### src/hdl/lras_pkg.sv
`timescale 1ns / 1ps
// ----------------------------------------------------------------------------
// lras_pkg
// shared types and constants of the line rasterizer
// ----------------------------------------------------------------------------
package lras_pkg;

   localparam int COLOUR_BITS = 8;

   // item opcodes
   localparam logic OP_LOAD = 1'b0;
   localparam logic OP_STEP = 1'b1;

   // classification of one queued item
   typedef struct packed {
      logic is_load;
      logic major_is_b;
      logic minor_falls;
   } lras_ctrl_type;

   localparam int CTRL_BITS = $bits(lras_ctrl_type);

endpackage

### src/hdl/lras_req_if.sv
`timescale 1ns / 1ps
// ----------------------------------------------------------------------------
// lras_req_if
// request channel: load or step items
// ----------------------------------------------------------------------------
interface lras_req_if #(
   parameter int COORD_BITS = 12
);
   logic                              valid;
   logic                              ready;
   logic                              op;
   logic [COORD_BITS-1:0]             start_a;
   logic [COORD_BITS-1:0]             start_b;
   logic [COORD_BITS-1:0]             end_a;
   logic [COORD_BITS-1:0]             end_b;
   logic [lras_pkg::COLOUR_BITS-1:0]  line_colour;

   modport source (
      output valid, op, start_a, start_b, end_a, end_b, line_colour,
      input  ready
   );
   modport sink (
      input  valid, op, start_a, start_b, end_a, end_b, line_colour,
      output ready
   );
endinterface

### src/hdl/lras_rsp_if.sv
`timescale 1ns / 1ps
// ----------------------------------------------------------------------------
// lras_rsp_if
// response channel: one pixel per transfer
// ----------------------------------------------------------------------------
interface lras_rsp_if #(
   parameter int COORD_BITS = 12
);
   logic                              valid;
   logic                              ready;
   logic [COORD_BITS-1:0]             pixel_a;
   logic [COORD_BITS-1:0]             pixel_b;
   logic [lras_pkg::COLOUR_BITS-1:0]  pixel_value;
   logic                              last_pixel;

   modport source (
      output valid, pixel_a, pixel_b, pixel_value, last_pixel,
      input  ready
   );
   modport sink (
      input  valid, pixel_a, pixel_b, pixel_value, last_pixel,
      output ready
   );
endinterface

### src/hdl/lras_front.sv
`timescale 1ns / 1ps
// ----------------------------------------------------------------------------
// lras_front
// classifies request items and sets up the major/minor geometry of a load
// ----------------------------------------------------------------------------
module lras_front #(
   parameter int COORD_BITS = 12
) (
   lras_req_if.sink                          req_chan,
   output logic                              push_valid,
   input  logic                              push_ready,
   output lras_pkg::lras_ctrl_type           push_ctrl,
   output logic [COORD_BITS-1:0]             push_lo_maj,
   output logic [COORD_BITS-1:0]             push_lo_min,
   output logic [COORD_BITS-1:0]             push_hi_maj,
   output logic [COORD_BITS-1:0]             push_dmaj,
   output logic signed [COORD_BITS:0]        push_dmin,
   output logic [lras_pkg::COLOUR_BITS-1:0]  push_colour
);

   localparam int N = COORD_BITS;

   logic signed [N:0]  da;
   logic signed [N:0]  db;
   logic signed [N:0]  da_neg;
   logic signed [N:0]  db_neg;
   logic [N-1:0]       abs_a;
   logic [N-1:0]       abs_b;
   logic               major_is_b;
   logic signed [N:0]  dmaj_raw;
   logic signed [N:0]  dmin_raw;
   logic signed [N:0]  dmin_neg;
   logic [N-1:0]       start_maj;
   logic [N-1:0]       end_maj;
   logic [N-1:0]       start_min;
   logic [N-1:0]       end_min;
   logic               swap;

   assign req_chan.ready = push_ready;
   assign push_valid     = req_chan.valid;

   assign da     = $signed({1'b0, req_chan.end_a}) - $signed({1'b0, req_chan.start_a});
   assign db     = $signed({1'b0, req_chan.end_b}) - $signed({1'b0, req_chan.start_b});
   assign da_neg = -da;
   assign db_neg = -db;
   assign abs_a  = da[N] ? da_neg[N-1:0] : da[N-1:0];
   assign abs_b  = db[N] ? db_neg[N-1:0] : db[N-1:0];

   // equal magnitudes make b the major axis
   assign major_is_b = !(abs_a > abs_b);

   always_comb begin
      if (major_is_b) begin
         dmaj_raw  = db;
         dmin_raw  = da;
         start_maj = req_chan.start_b;
         end_maj   = req_chan.end_b;
         start_min = req_chan.start_a;
         end_min   = req_chan.end_a;
      end else begin
         dmaj_raw  = da;
         dmin_raw  = db;
         start_maj = req_chan.start_a;
         end_maj   = req_chan.end_a;
         start_min = req_chan.start_b;
         end_min   = req_chan.end_b;
      end
   end

   assign swap     = dmaj_raw[N];
   assign dmin_neg = -dmin_raw;

   assign push_lo_maj = swap ? end_maj : start_maj;
   assign push_hi_maj = swap ? start_maj : end_maj;
   assign push_lo_min = swap ? end_min : start_min;
   assign push_dmaj   = major_is_b ? abs_b : abs_a;
   assign push_dmin   = swap ? dmin_neg : dmin_raw;
   assign push_colour = req_chan.line_colour;

   assign push_ctrl.is_load     = (req_chan.op == lras_pkg::OP_LOAD);
   assign push_ctrl.major_is_b  = major_is_b;
   assign push_ctrl.minor_falls = push_dmin[N];

endmodule

### src/hdl/lras_fifo.sv
`timescale 1ns / 1ps
// ----------------------------------------------------------------------------
// lras_fifo
// short queue between the front and the back
// ----------------------------------------------------------------------------
module lras_fifo #(
   parameter int WIDTH = 64,
   parameter int DEPTH = 2
) (
   input  logic              clock,
   input  logic              reset,
   input  logic              push_valid,
   output logic              push_ready,
   input  logic [WIDTH-1:0]  push_data,
   output logic              pop_valid,
   input  logic              pop_ready,
   output logic [WIDTH-1:0]  pop_data
);

   localparam int PTR_BITS = (DEPTH > 1) ? $clog2(DEPTH) : 1;
   localparam int CNT_BITS = $clog2(DEPTH + 1);
   localparam logic [PTR_BITS-1:0] LAST_PTR = PTR_BITS'(DEPTH - 1);
   localparam logic [CNT_BITS-1:0] FULL_CNT = CNT_BITS'(DEPTH);

   logic [WIDTH-1:0]     mem_ff [DEPTH];
   logic [PTR_BITS-1:0]  wr_ptr_ff;
   logic [PTR_BITS-1:0]  wr_ptr_in;
   logic [PTR_BITS-1:0]  rd_ptr_ff;
   logic [PTR_BITS-1:0]  rd_ptr_in;
   logic [CNT_BITS-1:0]  count_ff;
   logic [CNT_BITS-1:0]  count_in;
   logic                 do_push;
   logic                 do_pop;

   assign push_ready = (count_ff != FULL_CNT);
   assign pop_valid  = (count_ff != '0);
   assign pop_data   = mem_ff[rd_ptr_ff];
   assign do_push    = push_valid && push_ready;
   assign do_pop     = pop_valid && pop_ready;

   always_comb begin
      wr_ptr_in = wr_ptr_ff;
      rd_ptr_in = rd_ptr_ff;
      count_in  = count_ff;
      if (do_push) begin
         wr_ptr_in = (wr_ptr_ff == LAST_PTR) ? '0 : wr_ptr_ff + 1'b1;
      end
      if (do_pop) begin
         rd_ptr_in = (rd_ptr_ff == LAST_PTR) ? '0 : rd_ptr_ff + 1'b1;
      end
      if (do_push && !do_pop) begin
         count_in = count_ff + 1'b1;
      end else if (do_pop && !do_push) begin
         count_in = count_ff - 1'b1;
      end
   end

   always_ff @(posedge clock) begin
      if (reset) begin
         wr_ptr_ff <= '0;
         rd_ptr_ff <= '0;
         count_ff  <= '0;
      end else begin
         wr_ptr_ff <= wr_ptr_in;
         rd_ptr_ff <= rd_ptr_in;
         count_ff  <= count_in;
      end
   end

   always_ff @(posedge clock) begin
      if (do_push) begin
         mem_ff[wr_ptr_ff] <= push_data;
      end
   end

endmodule

### src/hdl/lras_back.sv
`timescale 1ns / 1ps
// ----------------------------------------------------------------------------
// lras_back
// line state, midpoint stepping and the pixel output register
// ----------------------------------------------------------------------------
module lras_back #(
   parameter int COORD_BITS = 12
) (
   input  logic                              clock,
   input  logic                              reset,
   input  logic                              pop_valid,
   output logic                              pop_ready,
   input  lras_pkg::lras_ctrl_type           pop_ctrl,
   input  logic [COORD_BITS-1:0]             pop_lo_maj,
   input  logic [COORD_BITS-1:0]             pop_lo_min,
   input  logic [COORD_BITS-1:0]             pop_hi_maj,
   input  logic [COORD_BITS-1:0]             pop_dmaj,
   input  logic signed [COORD_BITS:0]        pop_dmin,
   input  logic [lras_pkg::COLOUR_BITS-1:0]  pop_colour,
   lras_rsp_if.source                        rsp_chan
);

   localparam int N  = COORD_BITS;
   localparam int DW = N + 4;
   localparam int SW = N + 3;
   localparam int CW = lras_pkg::COLOUR_BITS;

   logic                  active_ff, active_in;
   logic                  major_is_b_ff, minor_falls_ff;
   logic [N-1:0]          pos_maj_ff, pos_maj_in;
   logic [N-1:0]          pos_min_ff, pos_min_in;
   logic [N-1:0]          major_end_ff;
   logic signed [DW-1:0]  decision_ff, decision_in;
   logic signed [SW-1:0]  step_straight_ff, step_diag_up_ff, step_diag_down_ff;
   logic [CW-1:0]         colour_ff;
   logic                  rsp_valid_ff, rsp_valid_in;
   logic [N-1:0]          pixel_a_ff, pixel_b_ff;
   logic [CW-1:0]         pixel_value_ff;
   logic                  last_pixel_ff;

   logic                  out_free;
   logic                  do_load;
   logic                  do_emit;
   logic                  last;
   logic                  dec_le_zero;
   logic signed [DW-1:0]  dmin_d, dmaj_d;
   logic signed [SW-1:0]  dmin_s, dmaj_s;
   logic signed [DW-1:0]  load_decision;
   logic signed [SW-1:0]  load_straight, load_up, load_down;
   logic signed [SW-1:0]  step_sel;

   assign out_free  = !rsp_valid_ff || rsp_chan.ready;
   assign pop_ready = pop_ctrl.is_load || !active_ff || out_free;
   assign do_load   = pop_valid && pop_ctrl.is_load;
   assign do_emit   = pop_valid && !pop_ctrl.is_load && active_ff && out_free;

   assign last        = !(pos_maj_ff < major_end_ff);
   assign dec_le_zero = decision_ff[DW-1] || (decision_ff == '0);

   // load-time decision value and increments
   assign dmin_d = {{3{pop_dmin[N]}}, pop_dmin};
   assign dmaj_d = {4'b0000, pop_dmaj};
   assign dmin_s = {{2{pop_dmin[N]}}, pop_dmin};
   assign dmaj_s = {3'b000, pop_dmaj};
   assign load_decision = pop_ctrl.minor_falls ? (dmin_d <<< 1) + dmaj_d
                                               : (dmin_d <<< 1) - dmaj_d;
   assign load_straight = dmin_s <<< 1;
   assign load_up       = (dmin_s - dmaj_s) <<< 1;
   assign load_down     = (dmin_s + dmaj_s) <<< 1;

   always_comb begin
      if (!minor_falls_ff) begin
         step_sel = dec_le_zero ? step_straight_ff : step_diag_up_ff;
      end else begin
         step_sel = dec_le_zero ? step_diag_down_ff : step_straight_ff;
      end
   end

   always_comb begin
      active_in    = active_ff;
      pos_maj_in   = pos_maj_ff;
      pos_min_in   = pos_min_ff;
      decision_in  = decision_ff;
      rsp_valid_in = rsp_valid_ff && !rsp_chan.ready;
      if (do_load) begin
         active_in   = 1'b1;
         pos_maj_in  = pop_lo_maj;
         pos_min_in  = pop_lo_min;
         decision_in = load_decision;
      end else if (do_emit) begin
         rsp_valid_in = 1'b1;
         if (last) begin
            active_in = 1'b0;
         end else begin
            pos_maj_in  = pos_maj_ff + 1'b1;
            decision_in = decision_ff + {step_sel[SW-1], step_sel};
            if (!minor_falls_ff && !dec_le_zero) begin
               pos_min_in = pos_min_ff + 1'b1;
            end else if (minor_falls_ff && dec_le_zero) begin
               pos_min_in = pos_min_ff - 1'b1;
            end
         end
      end
   end

   always_ff @(posedge clock) begin
      if (reset) begin
         active_ff    <= 1'b0;
         rsp_valid_ff <= 1'b0;
      end else begin
         active_ff    <= active_in;
         rsp_valid_ff <= rsp_valid_in;
      end
   end

   always_ff @(posedge clock) begin
      pos_maj_ff  <= pos_maj_in;
      pos_min_ff  <= pos_min_in;
      decision_ff <= decision_in;
      if (do_load) begin
         major_is_b_ff     <= pop_ctrl.major_is_b;
         minor_falls_ff    <= pop_ctrl.minor_falls;
         major_end_ff      <= pop_hi_maj;
         step_straight_ff  <= load_straight;
         step_diag_up_ff   <= load_up;
         step_diag_down_ff <= load_down;
         colour_ff         <= pop_colour;
      end
      if (do_emit) begin
         pixel_a_ff     <= major_is_b_ff ? pos_min_ff : pos_maj_ff;
         pixel_b_ff     <= major_is_b_ff ? pos_maj_ff : pos_min_ff;
         pixel_value_ff <= colour_ff;
         last_pixel_ff  <= last;
      end
   end

   assign rsp_chan.valid       = rsp_valid_ff;
   assign rsp_chan.pixel_a     = pixel_a_ff;
   assign rsp_chan.pixel_b     = pixel_b_ff;
   assign rsp_chan.pixel_value = pixel_value_ff;
   assign rsp_chan.last_pixel  = last_pixel_ff;

endmodule

### src/hdl/line_rasterizer.sv
`timescale 1ns / 1ps
// ----------------------------------------------------------------------------
// line_rasterizer
// midpoint line engine: one pixel per step transfer
// ----------------------------------------------------------------------------
// req_chan carries load items (op 0: two endpoints and a gray value) and
// step items (op 1). A load produces no response; it drops any line in
// progress and sets up the new one. Each step while a line is active gives
// one pixel transfer on rsp_chan, with last_pixel set on the final endpoint;
// a step with no active line is consumed and gives nothing.
// Requests enter a two-entry queue after setup in the front logic; the back
// logic pops items and holds the pixel in an output register. A step passes
// through the queue entry and the output register before its pixel is
// valid. Sustained rate is one item per cycle while rsp_chan takes pixels,
// set by the combinational decision add and compare in the back logic.
// When rsp_chan stalls, step items wait in the queue and req_chan ready
// drops once it is full; loads behind a waiting pixel are still taken.
// Reset (synchronous) empties the queue, clears the output valid flag and
// leaves no line active.
// ----------------------------------------------------------------------------
module line_rasterizer #(
   parameter int COORD_BITS = 12
) (
   input  logic        clock,
   input  logic        reset,
   lras_req_if.sink    req_chan,
   lras_rsp_if.source  rsp_chan
);

   localparam int N       = COORD_BITS;
   localparam int CW      = lras_pkg::COLOUR_BITS;
   localparam int ENTRY_W = lras_pkg::CTRL_BITS + 4 * N + (N + 1) + CW;

   logic                     push_valid, push_ready;
   lras_pkg::lras_ctrl_type  push_ctrl, pop_ctrl;
   logic [N-1:0]             push_lo_maj, push_lo_min, push_hi_maj, push_dmaj;
   logic signed [N:0]        push_dmin;
   logic [CW-1:0]            push_colour;
   logic [N-1:0]             pop_lo_maj, pop_lo_min, pop_hi_maj, pop_dmaj;
   logic signed [N:0]        pop_dmin;
   logic [CW-1:0]            pop_colour;
   logic                     pop_valid, pop_ready;
   logic [ENTRY_W-1:0]       push_data, pop_data;

   lras_front #(.COORD_BITS(N)) u_front (
      .req_chan    (req_chan),
      .push_valid  (push_valid),
      .push_ready  (push_ready),
      .push_ctrl   (push_ctrl),
      .push_lo_maj (push_lo_maj),
      .push_lo_min (push_lo_min),
      .push_hi_maj (push_hi_maj),
      .push_dmaj   (push_dmaj),
      .push_dmin   (push_dmin),
      .push_colour (push_colour)
   );

   assign push_data = {push_ctrl, push_lo_maj, push_lo_min, push_hi_maj,
                       push_dmaj, push_dmin, push_colour};

   lras_fifo #(.WIDTH(ENTRY_W), .DEPTH(2)) u_fifo (
      .clock      (clock),
      .reset      (reset),
      .push_valid (push_valid),
      .push_ready (push_ready),
      .push_data  (push_data),
      .pop_valid  (pop_valid),
      .pop_ready  (pop_ready),
      .pop_data   (pop_data)
   );

   assign {pop_ctrl, pop_lo_maj, pop_lo_min, pop_hi_maj,
           pop_dmaj, pop_dmin, pop_colour} = pop_data;

   lras_back #(.COORD_BITS(N)) u_back (
      .clock      (clock),
      .reset      (reset),
      .pop_valid  (pop_valid),
      .pop_ready  (pop_ready),
      .pop_ctrl   (pop_ctrl),
      .pop_lo_maj (pop_lo_maj),
      .pop_lo_min (pop_lo_min),
      .pop_hi_maj (pop_hi_maj),
      .pop_dmaj   (pop_dmaj),
      .pop_dmin   (pop_dmin),
      .pop_colour (pop_colour),
      .rsp_chan   (rsp_chan)
   );

endmodule
### src/flat_wrapper.sv
// flat-port wrapper written by rule: the top's interface ports become plain ports
module line_rasterizer_flat 
#(
   parameter int COORD_BITS = 12
)
  (clock, reset, req_chan_valid, req_chan_op, req_chan_start_a, req_chan_start_b, req_chan_end_a, req_chan_end_b, req_chan_line_colour, req_chan_ready, rsp_chan_valid, rsp_chan_pixel_a, rsp_chan_pixel_b, rsp_chan_pixel_value, rsp_chan_last_pixel, rsp_chan_ready);
  lras_req_if #(.COORD_BITS(COORD_BITS)) req_chan_i ();
  lras_rsp_if #(.COORD_BITS(COORD_BITS)) rsp_chan_i ();
  input  logic clock;
  input  logic reset;
  input wire logic [$bits(req_chan_i.valid)-1:0] req_chan_valid;
  input wire logic [$bits(req_chan_i.op)-1:0] req_chan_op;
  input wire logic [$bits(req_chan_i.start_a)-1:0] req_chan_start_a;
  input wire logic [$bits(req_chan_i.start_b)-1:0] req_chan_start_b;
  input wire logic [$bits(req_chan_i.end_a)-1:0] req_chan_end_a;
  input wire logic [$bits(req_chan_i.end_b)-1:0] req_chan_end_b;
  input wire logic [$bits(req_chan_i.line_colour)-1:0] req_chan_line_colour;
  output wire logic [$bits(req_chan_i.ready)-1:0] req_chan_ready;
  output wire logic [$bits(rsp_chan_i.valid)-1:0] rsp_chan_valid;
  output wire logic [$bits(rsp_chan_i.pixel_a)-1:0] rsp_chan_pixel_a;
  output wire logic [$bits(rsp_chan_i.pixel_b)-1:0] rsp_chan_pixel_b;
  output wire logic [$bits(rsp_chan_i.pixel_value)-1:0] rsp_chan_pixel_value;
  output wire logic [$bits(rsp_chan_i.last_pixel)-1:0] rsp_chan_last_pixel;
  input wire logic [$bits(rsp_chan_i.ready)-1:0] rsp_chan_ready;
  assign req_chan_i.valid = req_chan_valid;
  assign req_chan_i.op = req_chan_op;
  assign req_chan_i.start_a = req_chan_start_a;
  assign req_chan_i.start_b = req_chan_start_b;
  assign req_chan_i.end_a = req_chan_end_a;
  assign req_chan_i.end_b = req_chan_end_b;
  assign req_chan_i.line_colour = req_chan_line_colour;
  assign req_chan_ready = req_chan_i.ready;
  assign rsp_chan_valid = rsp_chan_i.valid;
  assign rsp_chan_pixel_a = rsp_chan_i.pixel_a;
  assign rsp_chan_pixel_b = rsp_chan_i.pixel_b;
  assign rsp_chan_pixel_value = rsp_chan_i.pixel_value;
  assign rsp_chan_last_pixel = rsp_chan_i.last_pixel;
  assign rsp_chan_i.ready = rsp_chan_ready;
  line_rasterizer #(.COORD_BITS(COORD_BITS)) u_core (.clock(clock), .reset(reset), .req_chan(req_chan_i), .rsp_chan(rsp_chan_i));
endmodule
### config.mk
export PLATFORM = sky130hd
export DESIGN_NAME = line_rasterizer_flat
export DESIGN_NICKNAME = d
export VERILOG_FILES = /design/src/hdl/lras_pkg.sv /design/src/hdl/lras_req_if.sv /design/src/hdl/lras_rsp_if.sv /design/src/hdl/lras_front.sv /design/src/hdl/lras_fifo.sv /design/src/hdl/lras_back.sv /design/src/hdl/line_rasterizer.sv /design/src/flat_wrapper.sv
export SDC_FILE = /design/constraint.sdc
export NUM_CORES = 1
export LEC_CHECK = 0
export BUFFER_PORTS_ARGS = -buffer_cell sky130_fd_sc_hd__buf_2
export CAP_MARGIN = 20
export CORE_ASPECT_RATIO = 1.4
export CORE_MARGIN = 2
export CORE_UTILIZATION = 55
export DETAILED_ROUTE_END_ITERATION = 10
export MAX_ROUTING_LAYER = met4
export PLACE_DENSITY = 0.87
export SYNTH_ARGS = -nofsm -noshare
export SYNTH_HDL_FRONTEND = slang
export SYNTH_SLANG_ARGS = --single-unit
### constraint.sdc
create_clock -name clock -period 5.25 [get_ports clock]
set_input_delay 0.2625 -clock clock [delete_from_list [all_inputs] [get_ports clock]]
set_output_delay 0.2625 -clock clock [all_outputs]
set_load 0.01 [all_outputs]
-- After elaboration in Yosys (flattened, before gate mapping)
Memory sizes are Yosys's and may differ from the RTL's. A register that Yosys moved wholly into a read port is not among the register bits.
Cells that the tools add are included.
W data, S select, Z words.
- $mul: 0
- shift-type cells: 0
- multiplexer cells: 43
- reductions and logical operators: 34
- add/sub/neg operators: 17
- magnitude comparators: 2
- eq/ne operators: 2
- div/mod/pow operators: 0
- bitwise gates (word level): 1
- operator list (cell ; number):
    $mux W12 ; 20
    $mux W16 ; 4
    $mux W15 ; 3
    $mux W13 ; 3
    $sub A12 B12 Y13 ; 2
    $add A12 B1 Y12 const B ; 2
    $neg A12 Y12 ; 2
    $add A16 B16 Y16 ; 1
    $logic_not A16 Y1 ; 1
    $add A14 B13 Y15 ; 1
    $sub A14 B13 Y15 ; 1
    $add A13 B13 Y14 ; 1
    $sub A13 B13 Y14 ; 1
    $neg A13 Y13 ; 1
    $gt A12 B12 Y1 ; 1
    $lt A12 B12 Y1 ; 1
    $sub A12 B1 Y12 const B ; 1
    $logic_and A1 B1 Y1 ; 11
    $mux W1 ; 11
    $logic_not A1 Y1 ; 10
    $reduce_bool A2 Y1 ; 4
    $logic_or A1 B1 Y1 ; 4
    $mux W2 ; 2
    $ne A2 B2 Y1 const B ; 2
    other kinds (7) ; 9
- RAM bits: 144
- logic and storage cells: 119
- input port bits: 61
- output and inout bits: 35
- memories kept: 1
- bits in latches: 0
- bits in registers: 142
- bits in read-only memories: 0
- memory list (memory ; words ; bits a word ; read ports ; clocked after Yosys merged registers in ; write ports ; line ; source):
    u_core.u_fifo.mem_ff ; 2 ; 72 ; 1 ; 1 ; 1 ; lras_fifo.sv:25 ; logic [WIDTH-1:0] mem_ff [DEPTH];

-- Logic depth before layout (Yosys ltp)
Gate-level depths: netlist of the first run.
- word-level depth: 8
- gate-level depth with buffers: 29
- gate-level depth less buffers: 26

-- Cells and area by module
Synthesis of the first run repeated with hierarchy kept, for this count alone.
- cell total of the unflattened synthesis: 1706
- area total of the unflattened synthesis: 18176.2 µm²
- by module, submodules not included (module ; cells an instance ; seq. area each (µm²) ; area each (µm²) ; instances):
    lras_back ; 878 ; 4093.9 ; 9064.9 ; 1
    lras_fifo ; 248 ; 4424.2 ; 5402.7 ; 1
    lras_front ; 580 ; 0.0 ; 3708.6 ; 1

-- Worst setup path after synthesis of the first run
OpenSTA, ideal clock, no wires.
- path kind: input port to flip-flop
- start: input port req_chan_end_a[0]
- end: memory u_core.u_fifo.mem_ff[0][69] (netlist name), data pin
- setup time: 0.266 ns
- buffers on the path: 3
- stages: 27
- path slack: -0.258 ns
- required time: 4.984 ns
- arrival time: 5.242 ns
- cell sequence: inv_1 -> ha_1 -> inv_1 -> fa_1 -> a211oi_2 -> o21ai_2 -> a311oi_2 -> o21bai_2 -> a21oi_2 -> buf_4 -> o21ai_0 -> xor2_1 -> inv_1 -> ha_1 -> nand4_1 -> nor3_1 -> o21ai_1 -> a32oi_2 -> inv_2 -> clkbuf_1 -> buf_2 -> a21oi_1 -> ha_1 -> inv_1 -> nor4_2 -> nor4bb_1 -> o31ai_2
- RTL lines (item ; line ; source):
    from (decl) ; flat_wrapper.sv:15 ; input wire logic [$bits(req_chan_i.end_a)-1:0] req_chan_end_a;
    to (decl) ; lras_fifo.sv:25 ;

-- Final worst setup path of the first run
- start: input port req_chan_end_b[0]
- end: memory u_core.u_fifo.mem_ff[1][18] (netlist name), data pin
- cells in the longest elaborated chain, start to end: 7
- elaborated cells between the ends (all ways): 8
- those cells by class: 3 x add/sub; 1 x order compare; 4 x mux
- RTL lines (item ; line ; source):
    from (decl) ; flat_wrapper.sv:16 ; input wire logic [$bits(req_chan_i.end_b)-1:0] req_chan_end_b;
    $sub A12 B12 Y13 * ; lras_front.sv:43 ; assign db = $signed({1'b0, req_chan.end_b}) - $signed({1'b0, req_chan.start_b});
    $neg A12 Y12 ; lras_front.sv:45 ; assign db_neg = -db;
    $mux W12 ; lras_front.sv:47 ; assign abs_b = db[N] ? db_neg[N-1:0] : db[N-1:0];
    $gt A12 B12 Y1 ; lras_front.sv:50 ; assign major_is_b = !(abs_a > abs_b);
    $mux W13 ; lras_front.sv:53 ; if (major_is_b) begin
    $neg A13 Y13 ; lras_front.sv:71 ; assign dmin_neg = -dmin_raw;
    $mux W13 * ; lras_front.sv:77 ; assign push_dmin = swap ? dmin_neg : dmin_raw;
    via u_core.push_dmin[10] ; line_rasterizer.sv:37 ; logic signed [N:0] push_dmin;
Mark *: on every way through the listed nets, which the timed path passes. The rest lies on a longest branch.

==> results of run 1 <==
==> power groups by stage <==
stage	combinational, mW	sequential (mW)	clock (mW)
3_5_place_dp	8.49	4.45	0
2_1_floorplan	6.40	4.30	0
4_1_cts	8.57	4.41	1.89
6_report	8.72	4.43	1.88
3_3_place_gp	8.10	4.39	0
5_1_grt	9.56	4.49	1.97
==> per-layer routing <==
| layer | vias to the layer above | part of all wire | GRT usage |
|---|---|---|---|
| met2 | 520 | 0.53 | 0.494 |
| met1 | 6449 | 0.38 | 0.317 |
| li1 | 6205 | - | - |
| met4 | 0 | 0.045 | 0.120 |
| met3 | 128 | 0.048 | 0.0195 |
| met5 | - | 0 | - |
==> synthesized netlist by cell type (4+ instances only) <==
cell / n / area share
nor3b_1: 4 / 0.0017
a21o_1: 20 / 0.0084
fa_1: 8 / 0.0090
o21a_1: 8 / 0.0034
o21ai_1: 10 / 0.0028
buf_1: 9 / 0.0019
o211a_1: 4 / 0.0022
nand3_1: 61 / 0.017
inv_1: 101 / 0.021
nor2b_1: 30 / 0.011
and3_1: 10 / 0.0035
o21bai_1: 9 / 0.0038
nand2b_1: 20 / 0.0070
ha_1: 122 / 0.085
or2_2: 6 / 0.0021
o21ai_0: 62 / 0.017
a211o_1: 7 / 0.0034
clkbuf_1: 36 / 0.0076
o211ai_1: 5 / 0.0021
nor3_1: 39 / 0.011
and2_1: 5 / 0.0018
xor2_1: 42 / 0.021
mux2i_1: 104 / 0.058
xnor2_1: 70 / 0.034
or3_1: 9 / 0.0032
nand3b_1: 5 / 0.0021
nand2_1: 72 / 0.015
dfxtp_1: 7 / 0.0078
buf_2: 15 / 0.0042
nor2_1: 98 / 0.021
edfxtp_1: 276 / 0.46
mux2_2: 57 / 0.036
o2111ai_1: 4 / 0.0020
o31ai_1: 7 / 0.0029
nand4_1: 4 / 0.0014
nor4_1: 7 / 0.0025
a211oi_1: 26 / 0.011
a21oi_1: 123 / 0.034
a31oi_1: 19 / 0.0067
==> critical path, cell delays in order <==
cell      delay (ns)
buf_2           0.10
inv_1           0.07
ha_1            0.16
inv_1           0.05
fa_1            0.41
a211oi_2        0.35
o211ai_2        0.16
a41oi_2         0.30
o21a_1          0.44
o21ai_0         0.20
xnor2_1         0.20
ha_1            0.32
nand4_1         0.13
nor3_2          0.15
o21ai_1         0.13
a32oi_4         0.21
inv_2           0.10
nor2_1          0.13
a21o_1          0.14
ha_2            0.19
inv_1           0.05
nor4_2          0.31
a41o_1          0.21
a21oi_1         0.11
xnor2_1         0.16
==> repair_timing <==
| action | CTS | global route |
|---|---|---|
| gates resized for setup | 0 | 1 |
| hold endpoints to repair | 25 | 0 |
| hold buffers | 10 | 0 |
| setup endpoints to repair | 0 | 2 |
==> path summary, 6_finish.rpt <==
check	slack (ns)	startpoint	end	cells past startpoint
max	0.46	req_chan_end_b[0]	u_core.u_fifo.mem_ff[1][18]	25
min	0.08	rsp_chan_ready	u_core.u_back.rsp_chan.valid	3
max reg2reg	0.62	u_core.u_back.decision_ff[1]	u_core.u_back.decision_ff[15]	14
min reg2reg	0.42	u_core.u_back.colour_ff[1]	u_core.u_back.rsp_chan.pixel_value[1]	0
==> sequential cells by signal (all words and copies together), names as in the netlist, named ones only <==
signal / cells
u_core.u_back.rsp_chan.last_pixel: 1
u_core.u_fifo.wr_ptr_ff: 1
u_core.u_back.major_is_b_ff: 1
u_core.u_back.step_diag_down_ff: 14
u_core.u_fifo.mem_ff: 142
u_core.u_back.pos_min_ff: 12
u_core.u_back.rsp_chan.pixel_a: 12
u_core.u_fifo.count_ff: 2
u_core.u_back.pos_maj_ff: 12
u_core.u_fifo.rd_ptr_ff: 1
u_core.u_back.colour_ff: 8
u_core.u_back.major_end_ff: 12
u_core.u_back.active_ff: 1
u_core.u_back.rsp_chan.pixel_b: 12
u_core.u_back.step_diag_up_ff: 13
u_core.u_back.rsp_chan.valid: 1
u_core.u_back.rsp_chan.pixel_value: 8
u_core.u_back.decision_ff: 16
u_core.u_back.step_straight_ff: 12
u_core.u_back.minor_falls_ff: 1
==> stage by stage <==
step | hold slack [ns] | setup slack, ns | setup TNS [ns] | utilization | std cells
after global routing | 0.0854 | 0.0240 | 0 | 0.623 | 2159
after global placement | 0.403 | 0.102 | 0 | 0.594 | 2102
after CTS | 0.0452 | 0.526 | 0 | 0.623 | 2158
final | 0.0758 | 0.461 | 0 | 0.623 | 2159
after detailed placement | 0.408 | -0.0191 | -0.0383 | 0.594 | 2102
after floorplan | 0.332 | 0.00768 | 0 | - | 1604
==> cell families (layout without fill, tap and decap cells) <==
kind of cell	after synthesis	after routing	share of synthesized area
adder cells (fa/ha/maj)	130	130	0.0945
AND/OR/NAND/NOR	387	387	0.110
AO/OA/AOI/OAI	363	363	0.136
flip-flops	283	283	0.472
buffers and inverters	167	322	0.0378
XOR/XNOR	112	112	0.0549
multiplexers	162	162	0.0949
==> layout make-up <==
class / count / share of cell area
Multi-Input combinational cell: 1154 / 0.439
Sequential cell: 283 / 0.420
Timing Repair Buffer: 174 / 0.0551
Clock buffer: 30 / 0.0332
Tap cell: 400 / 0.0249
Inverter: 102 / 0.0191
Clock inverter: 16 / 0.00823
==> run_summary.xml, run 1 <==
<?xml version="1.0" encoding="UTF-8"?>
<metrics>
  <group name="routing">
    <metric name="wire_per_inst" unit="um">21.3</metric>
    <metric name="drt_drc_violations_left" unit="">0</metric>
    <metric name="wl" unit="um">45900</metric>
    <metric name="drtIter0Drc" unit="">1002</metric>
    <metric name="count_of_antenna_violating_nets_left_after_detailed_routing" unit="">0</metric>
    <metric name="route.vias.total" unit="">13300</metric>
    <metric name="drtPass1Iterations" unit="">5</metric>
    <metric name="viasPerCell" unit="">6.16</metric>
  </group>
  <group name="sta">
    <metric name="worst_pin_slew" unit="ns">1.13</metric>
    <metric name="maxSlewHeadroom" unit="">0.244</metric>
    <metric name="unrepaired_setup_endpoints_after_global_routing" unit="">false</metric>
    <metric name="timing.clock.skew" unit="ns">0.0232</metric>
    <metric name="min_period_over_period" unit="">0.912</metric>
    <metric name="timing.final.crit_period" unit="ns">4.79</metric>
    <metric name="report.final.hold_viol_count" unit="">0</metric>
    <metric name="slew_violations" unit="">0</metric>
    <metric name="setup_viol" unit="">0</metric>
    <metric name="max_freq" unit="MHz">209</metric>
  </group>
  <group name="cells_and_area">
    <metric name="mostFrequentLayoutCell" unit="">edfxtp_1</metric>
    <metric name="final.fill_count" unit="">2386</metric>
    <metric name="drive_gt1_frac" unit="">0.176</metric>
    <metric name="design_area" unit="mm2">0.0201</metric>
    <metric name="final_cell_mix" unit="">edfxtp_1 (276), a21oi_1 (122), ha_1 (121), mux2i_1 (104), inv_1 (100)</metric>
    <metric name="fin_nets" unit="">1932</metric>
    <metric name="ff_latch_area" unit="mm2">0.00843</metric>
    <metric name="antenna_cells_inserted" unit="">0</metric>
    <metric name="multi_input_comb_area" unit="mm2">0.00882</metric>
    <metric name="area_delta_synth_final" unit="%">12.4</metric>
  </group>
  <group name="pwr">
    <metric name="p_int" unit="mW">8.59</metric>
    <metric name="share_seq_of_total_power" unit="">0.295</metric>
    <metric name="clock_power_share" unit="">0.125</metric>
    <metric name="finalPower" unit="mW">15.0</metric>
    <metric name="max-vdd-ir-drop" unit="mV">0.409</metric>
    <metric name="p_leak" unit="nW">7.98</metric>
    <metric name="power_density" unit="mW/mm2">749</metric>
    <metric name="power_switching" unit="mW">6.44</metric>
    <metric name="combinationalPowerShare" unit="">0.580</metric>
    <metric name="switch_share" unit="">0.428</metric>
  </group>
  <group name="synthesis">
    <metric name="synthesis.nets" unit="">1795</metric>
    <metric name="yosys_register_bits" unit="">283</metric>
    <metric name="ys_warn_count" unit="">0</metric>
    <metric name="syn_area" unit="mm2">0.0179</metric>
    <metric name="syn_inst" unit="">1604</metric>
    <metric name="async_flop_share" unit="">0</metric>
    <metric name="synth_edf_count" unit="">276</metric>
    <metric name="post_synth_num_cell_types" unit="">97</metric>
    <metric name="post_synthesis_area_per_instance" unit="um2">11.1</metric>
    <metric name="synth_ff_type" unit="">edfxtp_1</metric>
    <metric name="register_area_share_after_synthesis" unit="">0.472</metric>
  </group>
  <group name="global_routing">
    <metric name="grt_pass1_wl" unit="um">71000</metric>
    <metric name="initial_antenna_violation_count" unit="">1</metric>
    <metric name="via_count_of_the_first_global_routing_pass" unit="">13300</metric>
    <metric name="pin_count_of_the_biggest_net_entering_global_routing" unit="">63</metric>
    <metric name="globalRouteOverflowTotal" unit="">0</metric>
    <metric name="grt_usage" unit="">0.276</metric>
  </group>
  <group name="place">
    <metric name="place_area" unit="mm2">0.0191</metric>
    <metric name="place.detailed.hpwl" unit="um">34500</metric>
    <metric name="portBuffers" unit="">95</metric>
    <metric name="gp_routability_congestion" unit="">0.994</metric>
  </group>
  <group name="critical_path">
    <metric name="worst_ep_arrival_time" unit="ns">5.06</metric>
    <metric name="worstPathMaxFanout" unit="">10</metric>
    <metric name="critPathKind" unit="">input port to flop</metric>
    <metric name="worstSetupStartpointType" unit="">input port</metric>
    <metric name="end_kind" unit="">flop</metric>
    <metric name="timing.critical_path.required" unit="ns">5.52</metric>
  </group>
  <group name="floorplanning">
    <metric name="start_util" unit="">0.554</metric>
    <metric name="die_width" unit="um">156</metric>
    <metric name="ios" unit="">96</metric>
    <metric name="fp.dieArea" unit="mm2">0.0339</metric>
    <metric name="die_height" unit="um">217</metric>
    <metric name="rows" unit="">78</metric>
    <metric name="core" unit="mm2">0.0322</metric>
  </group>
  <group name="min_path">
    <metric name="hold_path.class" unit="">input port to flop</metric>
  </group>
  <group name="run_status">
    <metric name="status" unit="">finished clean</metric>
  </group>
  <group name="clocking">
    <metric name="clock_path_buffers" unit="">3</metric>
    <metric name="cts-root-buf" unit="">clkbuf_16</metric>
    <metric name="postCtsSetupBuffers" unit="">0</metric>
    <metric name="cts.reportedPaths.clkPinSlew" unit="ns">0.06</metric>
    <metric name="clock-sinks" unit="">283</metric>
    <metric name="cts_tree" unit="">done</metric>
    <metric name="h_tree_levels" unit="">1</metric>
    <metric name="skew_pair_late_insertion_delay" unit="ns">0.55</metric>
    <metric name="cts_buffers" unit="">26</metric>
  </group>
  <group name="job">
    <metric name="maxCapViolCount" unit="">0</metric>
  </group>
</metrics>
Power figures use the tool's default switching activity.
==> run 2, diff against run 1 <==
Settings changed: MAX_ROUTING_LAYER met4 to not set.
==> run_summary.xml, run 2 (synthesis results as in run 1) <==
<?xml version="1.0" encoding="UTF-8"?>
<metrics>
  <group name="clocking">
    <metric name="h_tree_levels" unit="">1</metric>
    <metric name="postCtsSetupBuffers" unit="">0</metric>
    <metric name="cts.hold.buffers_added" unit="">10</metric>
    <metric name="clock_path_buffers" unit="">3</metric>
    <metric name="cts.reportedPaths.clkPinSlew" unit="ns">0.07</metric>
    <metric name="skew_pair_late_insertion_delay" unit="ns">0.55</metric>
    <metric name="cts-root-buf" unit="">clkbuf_16</metric>
    <metric name="cts_tree" unit="">done</metric>
    <metric name="cts_buffers" unit="">26</metric>
    <metric name="clock-sinks" unit="">283</metric>
    <metric name="post_cts_resize_count" unit="">0</metric>
  </group>
  <group name="global_routing">
    <metric name="initial_antenna_violation_count" unit="">1</metric>
    <metric name="globalRouteOverflowTotal" unit="">0</metric>
    <metric name="pin_count_of_the_biggest_net_entering_global_routing" unit="">57</metric>
    <metric name="grt_usage" unit="">0.264</metric>
    <metric name="via_count_of_the_first_global_routing_pass" unit="">13400</metric>
    <metric name="grt_pass1_wl" unit="um">70200</metric>
  </group>
  <group name="critical_path">
    <metric name="max_stage_delay" unit="ns">0.48</metric>
    <metric name="timing.critical_path.required" unit="ns">5.56</metric>
    <metric name="worst_path_dominant_cell_family" unit="">compound AO/OA/AOI/OAI gates</metric>
    <metric name="end_kind" unit="">flop</metric>
    <metric name="critPathBufInv" unit="">6</metric>
    <metric name="worst_ep_arrival_time" unit="ns">5.18</metric>
    <metric name="worstPathMaxFanout" unit="">43</metric>
    <metric name="worstSetupStartpointType" unit="">input port</metric>
    <metric name="critPathKind" unit="">input port to flop</metric>
    <metric name="timing.critical_path.slowest_stage_cell" unit="">buf_4</metric>
    <metric name="critical_path.cell_chain" unit="">buf_2 &gt; inv_1 &gt; ha_1 &gt; inv_1 &gt; fa_1 &gt; a211oi_2 &gt; o211ai_2 &gt; a41oi_2 &gt; o21a_1 &gt; o21ai_0 &gt; xnor2_1 &gt; ha_1 &gt; nand3_1 &gt; nand2_1 &gt; a21oi_1 &gt; a32oi_4 &gt; inv_2 &gt; buf_4 &gt; buf_4 &gt; mux2i_1</metric>
  </group>
  <group name="cells_and_area">
    <metric name="antenna_cells_inserted" unit="">0</metric>
    <metric name="largest_reg_flops" unit="">142</metric>
    <metric name="area_delta_synth_final" unit="%">12.3</metric>
    <metric name="multi_input_comb_area" unit="mm2">0.00881</metric>
    <metric name="reg.largest.list" unit="">u_core.u_fifo.mem_ff x142, u_core.u_back.decision_ff x16, u_core.u_back.step_diag_down_ff x14</metric>
    <metric name="final_cell_mix" unit="">edfxtp_1 (276), a21oi_1 (122), ha_1 (121), mux2i_1 (104), inv_1 (100)</metric>
    <metric name="mostFrequentLayoutCell" unit="">edfxtp_1</metric>
    <metric name="fin_nets" unit="">1925</metric>
    <metric name="ff_latch_area" unit="mm2">0.00843</metric>
    <metric name="final.fill_count" unit="">2436</metric>
    <metric name="regMostFlops" unit="">u_core.u_fifo.mem_ff</metric>
    <metric name="drive_gt1_frac" unit="">0.174</metric>
  </group>
  <group name="sta">
    <metric name="slew_violations" unit="">0</metric>
    <metric name="timing.clock.skew" unit="ns">0.0203</metric>
    <metric name="setup_viol" unit="">0</metric>
    <metric name="unrepaired_setup_endpoints_after_global_routing" unit="">false</metric>
    <metric name="report.final.hold_viol_count" unit="">0</metric>
    <metric name="worst_pin_slew" unit="ns">0.940</metric>
    <metric name="maxSlewHeadroom" unit="">0.373</metric>
    <metric name="timing.final.crit_period" unit="ns">4.88</metric>
    <metric name="max_freq" unit="MHz">205</metric>
    <metric name="min_period_over_period" unit="">0.929</metric>
    <metric name="fin_setup_tns" unit="ns">0</metric>
  </group>
  <group name="pwr">
    <metric name="finalPower" unit="mW">15.0</metric>
    <metric name="max-vdd-ir-drop" unit="mV">0.292</metric>
    <metric name="power_density" unit="mW/mm2">749</metric>
    <metric name="p_leak" unit="nW">7.96</metric>
  </group>
  <group name="routing">
    <metric name="drtIter0Drc" unit="">1060</metric>
    <metric name="route.vias.total" unit="">13200</metric>
    <metric name="count_of_antenna_violating_nets_left_after_detailed_routing" unit="">0</metric>
    <metric name="wl" unit="um">45100</metric>
    <metric name="drt_drc_violations_left" unit="">0</metric>
    <metric name="viasPerCell" unit="">6.14</metric>
    <metric name="drtPass1Iterations" unit="">5</metric>
    <metric name="wire_per_inst" unit="um">20.9</metric>
  </group>
  <group name="place">
    <metric name="portBuffers" unit="">95</metric>
    <metric name="gp_routability_congestion" unit="">0.987</metric>
    <metric name="place.detailed.hpwl" unit="um">33400</metric>
  </group>
  <group name="floorplanning">
    <metric name="start_util" unit="">0.554</metric>
    <metric name="die_height" unit="um">217</metric>
    <metric name="core" unit="mm2">0.0322</metric>
    <metric name="die_width" unit="um">156</metric>
    <metric name="fp.dieArea" unit="mm2">0.0339</metric>
    <metric name="ios" unit="">96</metric>
    <metric name="rows" unit="">78</metric>
  </group>
  <group name="min_path">
    <metric name="hold_path.class" unit="">input port to flop</metric>
  </group>
  <group name="job">
    <metric name="maxCapViolCount" unit="">0</metric>
  </group>
  <group name="run_status">
    <metric name="status" unit="">finished clean</metric>
  </group>
</metrics>
run 2: cell count changes in the layout (fill, tap and decap cells not counted), sizes merged:
cell	change
clkinv	-5
clkinvlp	+1
buf	-7
clkbuf	+5
inv	+1
run 2: metrics by stage:
step / hold WS, ns / cells / worst slack [ns] / utilization / instance area, um2
after floorplan: 0.332 / 1604 / 0.00768 / - / 17900
after global placement: 0.402 / 2095 / 0.0505 / 0.592 / 19100
after detailed placement: 0.407 / 2095 / -0.0757 / 0.592 / 19100
after CTS: 0.0447 / 2153 / 0.444 / 0.622 / 20000
after global routing: 0.0544 / 2154 / 0.0571 / 0.623 / 20100
final: 0.0597 / 2154 / 0.371 / 0.623 / 20100
run 2: final timing paths:
kind | start | endpoint | slack (ns) | cells after the start
worst min register to register | u_core.u_back.colour_ff[4] | u_core.u_back.rsp_chan.pixel_value[4] | 0.42 | 0
worst max-delay path | req_chan_end_b[0] | u_core.u_fifo.mem_ff[0][46] | 0.37 | 20
worst max register to register | u_core.u_back.decision_ff[2] | u_core.u_back.decision_ff[15] | 0.79 | 14
worst min-delay path | rsp_chan_ready | u_core.u_back.rsp_chan.valid | 0.06 | 3
run 2: routing by layer:
metal	wire, um	part of all wire	global-route usage
met5	14	0.00031	0
met4	2090	0.046	0.119
met3	2640	0.059	0.0309
met2	23300	0.52	0.481
met1	17100	0.38	0.308
run 2: area by class of cell:
cell class / count / share of cell area
multi-input combinational: 1154 / 0.440
clock inverter: 13 / 0.00811
timing repair buffer: 167 / 0.0525
clock buffer: 35 / 0.0351
sequential: 283 / 0.421
inverter: 102 / 0.0192
tap: 400 / 0.0250
run 2: worst reg2reg max path, cell delays in order, from the launching register on:
cell,delay [ns]
edfxtp_1,0.45
nor4_1,0.67
a41oi_4,0.22
xnor2_1,0.45
mux2_2,0.40
ha_1,0.22
fa_1,0.41
a21oi_1,0.23
o21a_1,0.17
o21ai_0,0.19
nand4_1,0.21
nand3_1,0.10
a31oi_1,0.22
xnor2_1,0.14
o21ai_0,0.10
run 2: report_power, final:
part	leakage (nW)	total [mW]	internal (mW)	switching [mW]
Sequential	2.62	4.42	4.01	0.410
Combinational	4.92	8.67	3.48	5.18
Clock	0.421	1.93	1.10	0.832
